## src/rtl/bpc_pkg.sv

```systemverilog
package bpc_pkg;

	typedef enum logic [1:0] {
		REQ_TIME   = 2'd0,
		REQ_PIN    = 2'd1,
		REQ_INJECT = 2'd2
	} bpc_req_kind_t;

	typedef enum logic [2:0] {
		EV_PTT_DOWN    = 3'd0,
		EV_PTT_UP      = 3'd1,
		EV_MODE_SINGLE = 3'd2,
		EV_MODE_DOUBLE = 3'd3,
		EV_MODE_LONG   = 3'd4
	} bpc_event_t;

	// register indexes (byte address / 4)
	localparam logic [1:0] REG_DEBOUNCE   = 2'd0;
	localparam logic [1:0] REG_DOUBLE_GAP = 2'd1;
	localparam logic [1:0] REG_LONG_PRESS = 2'd2;

	localparam logic [15:0] DEBOUNCE_RST   = 16'd25;
	localparam logic [15:0] DOUBLE_GAP_RST = 16'd350;
	localparam logic [15:0] LONG_PRESS_RST = 16'd800;

	localparam int unsigned MAX_EVENTS = 3;

	typedef struct packed {
		logic [15:0] debounce_time;
		logic [15:0] double_gap_time;
		logic [15:0] long_press_time;
	} bpc_cfg_t;

	typedef struct packed {
		logic [1:0]  req_type;
		logic        button_index;
		logic        pin_released;
		logic [2:0]  injected_event;
		logic [31:0] now_ms;
	} bpc_req_t;

	typedef struct packed {
		logic [1:0]                  count;
		logic [MAX_EVENTS-1:0][2:0]  codes;
		logic                        ptt_held;
	} bpc_result_t;

endpackage

```

## src/rtl/bpc_cfg_regs.sv

```systemverilog
module bpc_cfg_regs
	import bpc_pkg::*;
(
	input  logic        clk,
	input  logic        arst_n,
	input  logic        psel,
	input  logic        penable,
	input  logic        pwrite,
	input  logic [3:0]  paddr,
	input  logic [31:0] pwdata,
	output logic [31:0] prdata,
	output logic        pready,
	output bpc_cfg_t    cfg
);

	logic     wr_en;
	bpc_cfg_t cfg_q;

	assign pready = 1'b1;
	assign wr_en  = psel & penable & pwrite;
	assign cfg    = cfg_q;

	always_ff @(posedge clk or negedge arst_n) begin
		if (!arst_n) begin
			cfg_q.debounce_time   <= DEBOUNCE_RST;
			cfg_q.double_gap_time <= DOUBLE_GAP_RST;
			cfg_q.long_press_time <= LONG_PRESS_RST;
		end else if (wr_en) begin
			unique case (paddr[3:2])
				REG_DEBOUNCE:   cfg_q.debounce_time   <= pwdata[15:0];
				REG_DOUBLE_GAP: cfg_q.double_gap_time <= pwdata[15:0];
				REG_LONG_PRESS: cfg_q.long_press_time <= pwdata[15:0];
				default: ;
			endcase
		end
	end

	always_comb begin
		unique case (paddr[3:2])
			REG_DEBOUNCE:   prdata = {16'd0, cfg_q.debounce_time};
			REG_DOUBLE_GAP: prdata = {16'd0, cfg_q.double_gap_time};
			REG_LONG_PRESS: prdata = {16'd0, cfg_q.long_press_time};
			default:        prdata = 32'd0;
		endcase
	end

endmodule

```

## src/rtl/bpc_classify.sv

```systemverilog
module bpc_classify
	import bpc_pkg::*;
(
	input  logic        clk,
	input  logic        arst_n,
	input  bpc_cfg_t    cfg,
	input  bpc_req_t    req,
	input  logic        advance,
	output bpc_result_t result
);

	logic [1:0]  rel_q;
	logic [31:0] edge_time_q [2];
	logic        ptt_phys_q, ptt_virt_q;
	logic [31:0] mode_down_q, mode_rel_time_q;
	logic        long_fired_q, single_pend_q;

	logic [1:0]  rel_n;
	logic [31:0] edge_time_n [2];
	logic        ptt_phys_n, ptt_virt_n;
	logic [31:0] mode_down_n, mode_rel_time_n;
	logic        long_fired_n, single_pend_n;

	logic        edge_ok, ev0_v, ev_long, ev_single;
	logic [2:0]  ev0_code;
	logic [31:0] dt_edge, dt_gap_old, dt_hold, dt_gap_new;

	always_comb begin
		rel_n           = rel_q;
		edge_time_n     = edge_time_q;
		ptt_phys_n      = ptt_phys_q;
		ptt_virt_n      = ptt_virt_q;
		mode_down_n     = mode_down_q;
		mode_rel_time_n = mode_rel_time_q;
		long_fired_n    = long_fired_q;
		single_pend_n   = single_pend_q;
		ev0_v           = 1'b0;
		ev0_code        = EV_PTT_DOWN;

		dt_edge    = req.now_ms - edge_time_q[req.button_index];
		dt_gap_old = req.now_ms - mode_rel_time_q;
		edge_ok    = (req.req_type == REQ_PIN) &&
			(dt_edge >= {16'd0, cfg.debounce_time}) &&
			(req.pin_released != rel_q[req.button_index]);

		if (edge_ok) begin
			rel_n[req.button_index]       = req.pin_released;
			edge_time_n[req.button_index] = req.now_ms;
			if (!req.button_index) begin
				ptt_phys_n = !req.pin_released;
				ev0_v      = 1'b1;
				ev0_code   = req.pin_released ? EV_PTT_UP : EV_PTT_DOWN;
			end else if (!req.pin_released) begin
				mode_down_n  = req.now_ms;
				long_fired_n = 1'b0;
			end else if (long_fired_q) begin
				// release after a long press closes it silently
				long_fired_n  = 1'b0;
				single_pend_n = 1'b0;
			end else if (single_pend_q && dt_gap_old <= {16'd0, cfg.double_gap_time}) begin
				single_pend_n = 1'b0;
				ev0_v         = 1'b1;
				ev0_code      = EV_MODE_DOUBLE;
			end else begin
				single_pend_n   = 1'b1;
				mode_rel_time_n = req.now_ms;
			end
		end else if (req.req_type == REQ_INJECT && req.injected_event <= EV_MODE_LONG) begin
			if (req.injected_event == EV_PTT_DOWN) ptt_virt_n = 1'b1;
			if (req.injected_event == EV_PTT_UP)   ptt_virt_n = 1'b0;
			ev0_v    = 1'b1;
			ev0_code = req.injected_event;
		end

		// timeouts, on the state left by the word itself
		dt_hold = req.now_ms - mode_down_n;
		ev_long = !rel_n[1] && !long_fired_n && (dt_hold >= {16'd0, cfg.long_press_time});
		if (ev_long) long_fired_n = 1'b1;

		dt_gap_new = req.now_ms - mode_rel_time_n;
		ev_single  = single_pend_n && (dt_gap_new > {16'd0, cfg.double_gap_time});
		if (ev_single) single_pend_n = 1'b0;

		result.count    = 2'({1'b0, ev0_v}) + 2'({1'b0, ev_long}) + 2'({1'b0, ev_single});
		result.codes[0] = ev0_v ? ev0_code : (ev_long ? EV_MODE_LONG : EV_MODE_SINGLE);
		result.codes[1] = (ev0_v && ev_long) ? EV_MODE_LONG : EV_MODE_SINGLE;
		result.codes[2] = EV_MODE_SINGLE;
		result.ptt_held = ptt_phys_n | ptt_virt_n;
	end

	always_ff @(posedge clk or negedge arst_n) begin
		if (!arst_n) begin
			rel_q           <= 2'b11;
			edge_time_q[0]  <= 32'd0;
			edge_time_q[1]  <= 32'd0;
			ptt_phys_q      <= 1'b0;
			ptt_virt_q      <= 1'b0;
			mode_down_q     <= 32'd0;
			mode_rel_time_q <= 32'd0;
			long_fired_q    <= 1'b0;
			single_pend_q   <= 1'b0;
		end else if (advance) begin
			rel_q           <= rel_n;
			edge_time_q     <= edge_time_n;
			ptt_phys_q      <= ptt_phys_n;
			ptt_virt_q      <= ptt_virt_n;
			mode_down_q     <= mode_down_n;
			mode_rel_time_q <= mode_rel_time_n;
			long_fired_q    <= long_fired_n;
			single_pend_q   <= single_pend_n;
		end
	end

endmodule

```

## src/rtl/bpc_result_buf.sv

```systemverilog
module bpc_result_buf
	import bpc_pkg::*;
(
	input  logic        clk,
	input  logic        arst_n,
	input  bpc_result_t result,
	input  logic        load,
	output logic        free,
	output logic        m_tvalid,
	input  logic        m_tready,
	output logic [7:0]  m_tdata,
	output logic        m_tlast
);

	logic        valid_s2;
	bpc_result_t res_s2;
	logic [1:0]  idx_q;

	assign m_tvalid = valid_s2;
	assign m_tlast  = (idx_q == res_s2.count - 2'd1);
	assign m_tdata  = {4'd0, res_s2.ptt_held, res_s2.codes[idx_q]};
	assign free     = !valid_s2 || (m_tready && m_tlast);

	always_ff @(posedge clk or negedge arst_n) begin
		if (!arst_n) begin
			valid_s2 <= 1'b0;
			idx_q    <= 2'd0;
		end else if (load) begin
			valid_s2 <= 1'b1;
			idx_q    <= 2'd0;
		end else if (valid_s2 && m_tready) begin
			if (m_tlast) valid_s2 <= 1'b0;
			else         idx_q    <= idx_q + 2'd1;
		end
	end

	always_ff @(posedge clk) begin
		if (load) res_s2 <= result;
	end

endmodule

```

## src/rtl/button_press_classifier_core.sv

```systemverilog
// Button press classifier for a push-to-talk and a mode button.
// Input stream (s_*): one word per time check, pin change or injected event,
// each with its millisecond time. Output stream (m_*): classified events,
// zero to three per input word, the last of them marked by tlast; every event
// of a word carries the ptt held level left by that word.
// APB port: debounce, double-press gap and long-press hold times at byte
// addresses 0, 4 and 8; write these only while the block is idle.
// An accepted word is held in the input register; its events go to the output register.
// Throughput: one word per cycle while each word yields at most one event and
// the receiver takes it; a word with more events holds the output register until
// its last event is taken, and words yielding no event pass without touching it.
// The input register holds a word until the output register can take its
// events, so a stalled receiver backs up to s_tready with no word lost.
// Reset clears the button state and loads the default times (25, 350, 800 ms);
// s_tready is high as soon as reset is released, since the input register is empty.
module button_press_classifier_core
	import bpc_pkg::*;
(
	input  logic        clk,
	input  logic        arst_n,
	input  logic        s_tvalid,
	output logic        s_tready,
	input  logic [39:0] s_tdata,  // pin_released, injected_event[2:0], now_ms[31:0], zero pad
	input  logic [2:0]  s_tuser,  // req_type[1:0], button_index
	output logic        m_tvalid,
	input  logic        m_tready,
	output logic [7:0]  m_tdata,  // event_code[2:0], ptt_held, zero pad
	output logic        m_tlast,
	input  logic        psel,
	input  logic        penable,
	input  logic        pwrite,
	input  logic [3:0]  paddr,
	input  logic [31:0] pwdata,
	output logic [31:0] prdata,
	output logic        pready
);

	bpc_cfg_t    cfg;
	bpc_req_t    req_s1;
	bpc_result_t result;
	logic        valid_s1, adv_s1, load_s2, s2_free;

	bpc_cfg_regs u_cfg (
		.clk    (clk),
		.arst_n (arst_n),
		.psel   (psel),
		.penable(penable),
		.pwrite (pwrite),
		.paddr  (paddr),
		.pwdata (pwdata),
		.prdata (prdata),
		.pready (pready),
		.cfg    (cfg)
	);

	// word leaves s1 at once if it yields nothing, else when s2 is free
	assign adv_s1   = valid_s1 && (result.count == 2'd0 || s2_free);
	assign load_s2  = valid_s1 && result.count != 2'd0 && s2_free;
	assign s_tready = !valid_s1 || adv_s1;

	always_ff @(posedge clk or negedge arst_n) begin
		if (!arst_n) begin
			valid_s1 <= 1'b0;
		end else if (s_tready) begin
			valid_s1 <= s_tvalid;
		end
	end

	always_ff @(posedge clk) begin
		if (s_tvalid && s_tready) begin
			req_s1.req_type       <= s_tuser[1:0];
			req_s1.button_index   <= s_tuser[2];
			req_s1.pin_released   <= s_tdata[0];
			req_s1.injected_event <= s_tdata[3:1];
			req_s1.now_ms         <= s_tdata[35:4];
		end
	end

	bpc_classify u_classify (
		.clk    (clk),
		.arst_n (arst_n),
		.cfg    (cfg),
		.req    (req_s1),
		.advance(adv_s1),
		.result (result)
	);

	bpc_result_buf u_out (
		.clk     (clk),
		.arst_n  (arst_n),
		.result  (result),
		.load    (load_s2),
		.free    (s2_free),
		.m_tvalid(m_tvalid),
		.m_tready(m_tready),
		.m_tdata (m_tdata),
		.m_tlast (m_tlast)
	);

`ifndef NO_ASSERTIONS
	a_held_word: assert property (@(posedge clk) disable iff (!arst_n)
		valid_s1 && !adv_s1 |=> valid_s1 && $stable(req_s1))
		else $error("stalled input word lost or changed");

	a_load_free: assert property (@(posedge clk) disable iff (!arst_n)
		load_s2 |-> !m_tvalid || (m_tready && m_tlast))
		else $error("output register overwritten before drained");

	a_drain: assert property (@(posedge clk) disable iff (!arst_n)
		m_tvalid && m_tready && m_tlast && !load_s2 |=> !m_tvalid)
		else $error("output still valid after last event taken");

	a_ready_idle: assert property (@(posedge clk) disable iff (!arst_n)
		!valid_s1 |-> s_tready)
		else $error("input not ready while input register empty");
`endif

endmodule
```

## config.mk

```make
export PLATFORM = sky130hd
export DESIGN_NAME = button_press_classifier_core
export DESIGN_NICKNAME = d
export VERILOG_FILES = /design/src/rtl/bpc_pkg.sv /design/src/rtl/bpc_cfg_regs.sv /design/src/rtl/bpc_classify.sv /design/src/rtl/bpc_result_buf.sv /design/src/rtl/button_press_classifier_core.sv
export SDC_FILE = /design/constraint.sdc
export NUM_CORES = 1
export LEC_CHECK = 0
export ABC_AREA = 1
export BUFFER_PORTS_ARGS = -buffer_cell sky130_fd_sc_hd__buf_2
export CAP_MARGIN = 20
export CELL_PAD_IN_SITES_DETAIL_PLACEMENT = 0
export CELL_PAD_IN_SITES_GLOBAL_PLACEMENT = 1
export CORE_ASPECT_RATIO = 1.2
export CORE_MARGIN = 1
export CORE_UTILIZATION = 49
export CTS_CLUSTER_SIZE = 12
export DETAILED_ROUTE_END_ITERATION = 16
export HOLD_SLACK_MARGIN = 0.1
export PLACE_DENSITY_LB_ADDON = 0.1
export SLEW_MARGIN = 20
export SYNTH_ARGS = -nofsm -noshare
export SYNTH_HDL_FRONTEND = slang
export SYNTH_SLANG_ARGS = --single-unit
export TNS_END_PERCENT = 5
```

## constraint.sdc

```tcl
create_clock -name clk -period 13.65 [get_ports clk]
set_clock_uncertainty 0.05 [all_clocks]
set_input_delay 0.6825 -clock clk [delete_from_list [all_inputs] [get_ports clk]]
set_output_delay 0.6825 -clock clk [all_outputs]
set_load 0.05 [all_outputs]
```

==> results of run 1 <==
## state kept, by name (all words and copies together) (netlist names), 2 cells and up
register                    cells
u_classify.rel_q                2
u_classify.edge_time_q         64
u_out.res_s2                    7
u_cfg.cfg                      48
u_classify.mode_rel_time_q     32
u_out.idx_q                     2
u_classify.mode_down_q         32
req_s1                         39
## logic make-up (layout without fill, tap and decap cells)
family,Yosys count,after routing,synth area share
simple gates,1446,1446,0.285
buf+inv,577,641,0.116
compound gates,565,565,0.154
flops,233,233,0.294
fa+ha+maj,195,195,0.120
xor+xnor,72,72,0.0305
other cells,2,21,0.000363
mux,1,1,0.000484
## critical path: cells and delay by family, from the launching register on
| kind | cells | cell delay, ps |
|---|---|---|
| and+or+nand+nor | 31 | 4170 |
| AOI/OAI and AO/OA | 9 | 2380 |
| xor gates and xnor gates | 2 | 330 |
| adders and majority gates | 6 | 2050 |
| buffers and inverters | 4 | 1290 |
| DFF | 1 | 590 |
## synthesized netlist by cell type (3+ instances only)
cell,number
a211oi_1,5
a21boi_0,8
a21o_1,15
a21oi_1,145
a31oi_1,7
buf_2,11
buf_4,29
buf_6,16
clkbuf_1,24
clkinv_1,3
dfrtp_1,172
dfstp_2,14
edfxtp_1,47
fa_1,5
ha_1,190
inv_1,483
inv_2,10
nand2_1,986
nand2_2,5
nand2_4,4
nand3_1,120
nand3_2,3
nand3b_1,8
nand4_1,39
nor2_1,229
nor2_2,11
nor3_1,28
nor4_1,3
o21a_1,5
o21ai_0,200
o21ai_1,105
o21ai_2,31
o21bai_1,18
o221ai_1,17
xnor2_1,16
xor2_1,56
## how the worst min path moves through the flow
stage          slack [ps]                             end
4_1_cts               220                       req_s1[4]
2_1_floorplan         340                    u_cfg.cfg[0]
6_report              240                       req_s1[4]
5_1_grt               230                       req_s1[6]
3_5_place_dp          420  u_classify.mode_rel_time_q[14]
3_3_place_gp          410       u_classify.edge_time_q[7]
## power groups by stage
stage | Sequential, mW | Combinational (mW) | Clock (mW)
after floorplan | 1.06 | 2.63 | 0
after global placement | 1.11 | 3.45 | 0
after detailed placement | 1.12 | 3.51 | 0
after CTS | 1.11 | 3.53 | 0.735
after global routing | 1.14 | 4.03 | 0.756
final | 1.11 | 3.56 | 0.723
## layer usage
metal	track usage	vias to the layer above	part of all wire
li1	-	10000	-
met1	0.395	9338	0.43
met3	0.0379	143	0.053
met2	0.551	568	0.47
met4	0.137	0	0.045
met5	0	-	0
## layout make-up
cell class | instances | area, um2 | area share
Tap cell | 546 | 683 | 0.0306
Multi-Input combinational cell | 2300 | 12300 | 0.551
Clock buffer | 41 | 798 | 0.0358
Sequential cell | 233 | 6080 | 0.273
Inverter | 496 | 1860 | 0.0835
Timing Repair Buffer | 97 | 524 | 0.0235
Clock inverter | 7 | 71.3 | 0.00320
## timing repair
item	CTS	global route
hold endpoints to repair	50	0
gates resized for setup	0	0
hold buffers	1	0
buffers inserted	0	0
## per-stage QoR
stage	worst slack [ps]	std cells	power, mW
2_1_floorplan	4420	3110	3.70
3_3_place_gp	2190	3671	4.56
3_5_place_dp	2050	3671	4.63
4_1_cts	1570	3720	5.37
5_1_grt	490	3720	5.92
6_report	1500	3720	5.39
==> impl_metrics.toml, run 1 <==
[worst_setup_path]
cp-start-kind = "flop"
worstSetupEndpoint = "s_tready"
r2r-start = "req_s1[36]"
cp_max_fo = 35
crit_start = "req_s1[36]"
r2r_end = "u_classify.mode_rel_time_q[4]"
end_kind = "primary output"
cp_common_cell = "nand2_1"
crit_arrival_ps = 11420
slowest_stage = "clkinv_1"
critPathMaxStageDelay_ps = 870
criticalPathCategory = "flop to primary output"
crit_required_ps = 12920
reg2reg_depth = 55
r2r_slack_ps = 1910

[pwr]
p_int_mw = 2.60
ir_worst_vdd_v = 0.000144
swShare = 0.517
powerDensity_mw_per_mm2 = 242
power.switching_mw = 2.79
comb_power_share = 0.660
p_leak_nw = 11.7
clockPowerShare = 0.134
p_seq_frac = 0.206

[grt]
grt_pass1_vias = 19500
grt_pass1_wl_mm = 105
antenna_found_initial = 0
grt_max_degree = 71
grt_use_total = 0.317
grt_overflow = 0

[sta]
finalSetupTns_ps = 0
hold_viol_final = 0
finalMaxSlewViolations = 0
rsz0062_at_grt = "no"
tightest_slew_ps = 1060
fin_crit_sh = 0.890
fmax_mhz = 82.3
slew_headroom = 0.290
setup_viol = 0
holdWs_ps = 238
layout_min_cycle_time_ps = 12150

[worst_hold_path]
hp-start = "s_tdata[8]"
hold_path_depth = 1
min_path_type = "input port to flop"

[yosys]
ys_warn_count = 0
yosysSeqAreaShare = 0.294
async_reset_ff_frac = 0.798
syn_avg_cell_area_um2 = 6.69
synth_area_mm2 = 0.0207
ys_ff_latch = 233
yosys.area.top_type = "dfrtp_1"
synthDistinctLibCells = 54
synthFlopType = "dfrtp_1"
synth-edff-count = 47
synth_top_area_frac = 0.208
yosys-top-cells-area = "dfrtp_1, nand2_1, ha_1"
synthCells = 3091

[layout]
fin_area_mm2 = 0.0223
area_growth_pct = 7.79
most-common-layout-cells = "nand2_1, inv_1, nor2_1, o21ai_0, ha_1"
final_common_cell = "nand2_1"
fin_nets = 3436
antenna_cells = 0
final_util = 0.535
layout-drive-gt1-share = 0.0709
n_fill_cell = 4261

[floorplanning]
die-area_mm2 = 0.0430
die-width_um = 190
num_rows = 82
core-area_mm2 = 0.0417
io-pin-count = 130
die_y_um = 227
start_util = 0.497

[clocking]
numClockSinks = 233
htree_levels = 1
clk_pin_slew_worst_paths_ps = 70
cts_buffers = 27
ctsLongestPathBuffers = 3
cts_tree = "yes"
insertion_delay_ps = 570
cts-root-buf = "clkbuf_16"

[detailed_routing]
drt_iter0_markers = 1255
wl_per_cell_um = 18.3
drt-pass1-iter-count = 5
antenna_left = 0
drc = 0
wl_mm = 67.9
vias_per_cell = 5.39
vias = 20100

[run]
drv_cap = 0

[placement]
io_buffers = 86
place.gp.congestion = 0.965
placed_cell_area_mm2 = 0.0214
dpl.hpwl_mm = 55.4

[run_status]
status = "completed"
No activity file was read; power rests on OpenSTA's default activity.
==> run 2: changes to the inputs <==
--- a/config.mk
+++ b/config.mk
@@ -5,14 +5,14 @@
 export SDC_FILE = /design/constraint.sdc
 export NUM_CORES = 1
 export LEC_CHECK = 0
-export ABC_AREA = 1
+export ABC_AREA = 0
 export BUFFER_PORTS_ARGS = -buffer_cell sky130_fd_sc_hd__buf_2
 export CAP_MARGIN = 20
 export CELL_PAD_IN_SITES_DETAIL_PLACEMENT = 0
 export CELL_PAD_IN_SITES_GLOBAL_PLACEMENT = 1
 export CORE_ASPECT_RATIO = 1.2
 export CORE_MARGIN = 1
-export CORE_UTILIZATION = 49
+export CORE_UTILIZATION = 52
 export CTS_CLUSTER_SIZE = 12
 export DETAILED_ROUTE_END_ITERATION = 16
 export HOLD_SLACK_MARGIN = 0.1
==> impl_metrics.toml, run 2 <==
[worst_setup_path]
crit_arrival_ps = 11930
cp_top_family = "simple AND/OR/NAND/NOR gates"
slowest_stage = "o311ai_0"
criticalPathCategory = "flop to primary output"
cp_common_cell = "ha_1"
cp_max_fo = 36
cp.buffers_inverters = 3
critPathMaxStageDelay_ps = 860
cp-start-kind = "flop"
end_kind = "primary output"
crit_required_ps = 12920

[clocking]
cts_buffers = 27
postCtsSetupBuffers = 0
cts_tree = "yes"
htree_levels = 1
ctsLongestPathBuffers = 3
numClockSinks = 233
cts-root-buf = "clkbuf_16"
insertion_delay_ps = 570
clk_pin_slew_worst_paths_ps = 70
cts_resized = 0

[sta]
layout_min_cycle_time_ps = 12670
hold_viol_final = 0
fmax_mhz = 79.0
worst_slack_ps = 984
rsz0062_at_grt = "no"
finalMaxSlewViolations = 0
fin_crit_sh = 0.928
slew_headroom = 0.305
finalSetupTns_ps = 0
setup_viol = 0
tightest_slew_ps = 1030

[yosys]
synthFlopType = "dfrtp_1"
synthTopCellsByCount = "ha_1, nand2_1, a21oi_1, dfrtp_1, o21ai_0"
synth_top_area_frac = 0.228
ys_ff_latch = 233
synth-compound-area-share = 0.199
yosysSeqAreaShare = 0.322
syn_avg_cell_area_um2 = 9.10
synth_top_family_by_area = "compound AO/OA/AOI/OAI gates"
synthCells = 2078
yosys.area_share.xor_xnor = 0.0403
yosys-top-cells-area = "dfrtp_1, ha_1, edfxtp_1"
ys_warn_count = 0
synth_mux_area_frac = 0.120
synthDistinctLibCells = 93
synthAdderAreaFrac = 0.131
yosys.area_share.simple = 0.136
yosys.area.top_type = "dfrtp_1"
async_reset_ff_frac = 0.798
synth-edff-count = 47
synthMostInstantiatedCell = "ha_1"
synth_area_mm2 = 0.0189

[floorplanning]
die-area_mm2 = 0.0371
die_y_um = 211
io-pin-count = 130
core-area_mm2 = 0.0358
die-width_um = 176
start_util = 0.528
num_rows = 76

[grt]
grt_overflow = 0
antenna_found_initial = 1
grt_pass1_wl_mm = 80.9
grt_pass1_vias = 15000
grt_max_degree = 79
grt_use_total = 0.278

[layout]
most-common-layout-cells = "ha_1, nand2_1, a21oi_1, dfrtp_1, o21ai_0"
largest_reg_flops = 64
top_register = "u_classify.edge_time_q"
layout-drive-gt1-share = 0.123
final_common_cell = "ha_1"
area_growth_pct = 9.05
fin_nets = 2419
antenna_cells = 0

[detailed_routing]
vias_per_cell = 5.92
wl_per_cell_um = 19.6
antenna_left = 0
drt_iter0_markers = 935
wl_mm = 51.5
drt-pass1-iter-count = 5
drc = 0
vias = 15600

[placement]
place.gp.congestion = 0.944
io_buffers = 86
dpl.hpwl_mm = 39.7
place_ws_ps = 1150

[pwr]
p_int_mw = 2.51
clockPowerShare = 0.162
comb_power_share = 0.599
ir_worst_vdd_v = 0.000131
powerDensity_mw_per_mm2 = 221
p_leak_nw = 9.60
swShare = 0.449
total_power_mw = 4.56
power.switching_mw = 2.05
p_seq_frac = 0.239

[worst_hold_path]
min_path_type = "input port to flop"

[run_status]
status = "completed"

[run]
drv_cap = 0
[run 2: changes by cell type in the layout (fill, tap and decap cells not counted), moves of 45 or more]
cell,delta
nand2_1,-805
mux2_1,+59
o21ai_1,-98
mux2_2,+60
nor2_1,-102
nand3_1,-91
mux2i_1,+91
inv_1,-360
o21ai_0,-45
[run 2: worst register-to-register path: cells and delay by family (launching register included)]
| kind | cells | cell delay [ps] |
|---|---|---|
| AOI/OAI and AO/OA | 12 | 3420 |
| xor gates and xnor gates | 2 | 330 |
| adders and majority gates | 5 | 1590 |
| buffers and inverters | 2 | 750 |
| DFF | 1 | 540 |
| muxes | 2 | 770 |
| and+or+nand+nor | 22 | 5050 |
[run 2: cell type report]
class / instances / area [um2]
clock inverter: 12 / 126
inverter: 124 / 465
clock buffer: 38 / 757
tap: 468 / 586
fill: 3254 / 15200
sequential: 233 / 6080
timing repair buffer: 114 / 652
multi-input combinational: 1638 / 12000
[run 2: kinds of logic after synthesis]
group,count (synthesis)
fa+ha+maj,195
simple gates,527
other cells,2
mux,212
xor+xnor,87
compound gates,596
buf+inv,226
flops,233
[run 2: metrics by stage]
step | utilization | area (um2) | hold slack [ps] | instances
after detailed placement | 0.550 | 19700 | 424 | 2576
after global placement | 0.550 | 19700 | 408 | 2576
after CTS | 0.575 | 20600 | 215 | 2627
final | 0.575 | 20600 | 241 | 2627
after global routing | 0.575 | 20600 | 218 | 2627
after floorplan | - | 19000 | 337 | 2097
[run 2: path summary, 6_finish.rpt]
check	to	depth (start not counted)	startpoint	slack [ps]
max reg2reg	u_classify.edge_time_q[27]	45	req_s1[36]	1020
min in group asynchronous	u_cfg.cfg[39]	2	arst_n	620
max	s_tready	43	req_s1[36]	980
min	req_s1[7]	1	s_tdata[11]	240
max in group asynchronous	u_classify.mode_rel_time_q[28]	4	arst_n	10950
min reg2reg	u_classify.edge_time_q[53]	1	u_classify.edge_time_q[53]	430
[run 2: power groups by stage]
stage / Combinational (mW) / Clock (mW) / Sequential (mW)
after CTS: 2.72 / 0.751 / 1.09
final: 2.73 / 0.737 / 1.09
after floorplan: 2.12 / 0 / 1.06
after global placement: 2.65 / 0 / 1.09
after detailed placement: 2.70 / 0 / 1.10
after global routing: 3.05 / 0.777 / 1.12
[run 2: what timing repair did]
action | 4_1_cts | 5_1_grt
hold buffers | 1 | 0
setup endpoints to repair | 0 | 0
hold endpoints to repair | 5 | 0
[run 2: layer usage]
metal / vias up / part of all wire / wire (um) / track usage
met1: 7413 / 0.43 / 22400 / 0.351
met3: 94 / 0.050 / 2560 / 0.0436
met5: - / 0.00025 / 13 / 0
li1: 7696 / - / - / -
met4: 2 / 0.034 / 1740 / 0.102
met2: 355 / 0.48 / 24800 / 0.476
==> run 3: changes to the inputs <==
--- a/config.mk
+++ b/config.mk
@@ -10,7 +10,7 @@
 export CAP_MARGIN = 20
 export CELL_PAD_IN_SITES_DETAIL_PLACEMENT = 0
 export CELL_PAD_IN_SITES_GLOBAL_PLACEMENT = 1
-export CORE_ASPECT_RATIO = 1.2
+export CORE_ASPECT_RATIO = 0.7
 export CORE_MARGIN = 1
 export CORE_UTILIZATION = 52
 export CTS_CLUSTER_SIZE = 12
==> impl_metrics.toml, run 3 (synthesis gave the netlist of run 2 again) <==
[layout]
n_fill_cell = 3234
instances_no_fill = 2639
largest_reg_flops = 64
final_common_cell = "ha_1"
fin_nets = 2419
area_growth_pct = 9.62
multiInputGateArea_mm2 = 0.0120
antenna_cells = 0
final_util = 0.578
top_register = "u_classify.edge_time_q"
layout-drive-gt1-share = 0.123
most-common-layout-cells = "ha_1, nand2_1, a21oi_1, dfrtp_1, o21ai_0"
seqCellArea_mm2 = 0.00608

[clocking]
cts_buffers = 27
postCtsSetupBuffers = 0
ctsLongestPathBuffers = 3
clk_pin_slew_worst_paths_ps = 60
numClockSinks = 233
postCtsHoldBufs = 1
cts-root-buf = "clkbuf_16"
insertion_delay_ps = 570
cts_tree = "yes"
cts_resized = 0
htree_levels = 1

[sta]
fin_crit_sh = 0.923
fmax_mhz = 79.3
slew_headroom = 0.329
tightest_slew_ps = 1000
finalSetupTns_ps = 0
rsz0062_at_grt = "no"
finalMaxSlewViolations = 0
layout_min_cycle_time_ps = 12600
holdWs_ps = 242
setup_viol = 0
hold_viol_final = 0

[worst_setup_path]
end_kind = "primary output"
r2r_end = "u_classify.edge_time_q[10]"
cp-start-kind = "flop"
crit_arrival_ps = 11870
critPathMaxStageDelay_ps = 780
slowest_stage = "o311ai_0"
r2r_slack_ps = 1050
r2r-start = "req_s1[36]"
criticalPathCategory = "flop to primary output"
cp_common_cell = "ha_1"
cp_max_fo = 35
reg2reg_depth = 44
crit_required_ps = 12920

[pwr]
p_leak_nw = 9.65
powerDensity_mw_per_mm2 = 225
total_power_mw = 4.66
ir_worst_vdd_v = 0.000141

[detailed_routing]
drt-pass1-iter-count = 5
drt_iter0_markers = 1198
antenna_left = 0
vias = 15800
vias_per_cell = 5.97
wl_mm = 52.9
wl_per_cell_um = 20.0
drc = 0

[grt]
grt_pass1_vias = 14600
antenna_found_initial = 0
grt_pass1_wl_mm = 82.3
grt_use_total = 0.282
grt_overflow = 0
grt_max_degree = 70

[placement]
place.gp.congestion = 0.920
io_buffers = 86
dp_cells = 2588
dpl.hpwl_mm = 41.4

[worst_hold_path]
hold_end = "req_s1[18]"
min_path_type = "input port to flop"
hp-start = "s_tdata[22]"
hold_path_depth = 1

[floorplanning]
die-area_mm2 = 0.0372
die-width_um = 230
die_y_um = 162
num_rows = 58
core-area_mm2 = 0.0358
io-pin-count = 130
start_util = 0.528

[run]
drv_cap = 0

[run_status]
status = "completed"
[run 3: critical path: cells and delay by family, from the launching register on]
kind	cells	cell delay (ps)
xor+xnor	2	380
simple gates	17	4230
flops	1	590
compound gates	13	3420
buf+inv	3	450
mux	1	310
fa+ha+maj	6	1860
[run 3: worst max-delay path by stage]
stage | to | cells past startpoint | slack (ps) | start
4_1_cts | u_classify.edge_time_q[25] | 44 | 1070 | req_s1[36]
2_1_floorplan | req_s1[0] | 49 | 2520 | req_s1[36]
5_1_grt | u_classify.edge_time_q[2] | 44 | 300 | req_s1[36]
6_report | s_tready | 42 | 1050 | req_s1[36]
3_5_place_dp | u_classify.edge_time_q[25] | 44 | 1130 | req_s1[36]
3_3_place_gp | u_classify.edge_time_q[4] | 44 | 1250 | req_s1[36]
[run 3: metrics by stage]
step / area, um2 / setup WS (ps)
floorplan: 19000 / 2520
global placement: 19700 / 1250
detailed placement: 19700 / 1130
CTS: 20700 / 1070
global route: 20700 / 295
finish: 20700 / 1050
[run 3: metal layers]
layer	global-route usage	part of all wire	routed length [um]	up-vias
li1	-	-	-	7718
met1	0.446	0.52	27300	7588
met2	0.398	0.40	21300	404
met3	0.0478	0.063	3350	46
met4	0.0512	0.017	897	0
met5	0	0	0	-
[run 3: area by class of cell]
class                   instances  share of cell area
clock buffers                  41              0.0395
well taps                     480              0.0290
flip-flops and latches        233               0.293
multi-input cells            1638               0.576
clock inverters                 9             0.00790
inverters                     124              0.0224
repair buffers                114              0.0314
[run 3: power by group]
group	total, mW	internal (mW)	switching, mW
logic	2.76	1.14	1.61
clock network	0.801	0.490	0.310
registers	1.10	0.947	0.157
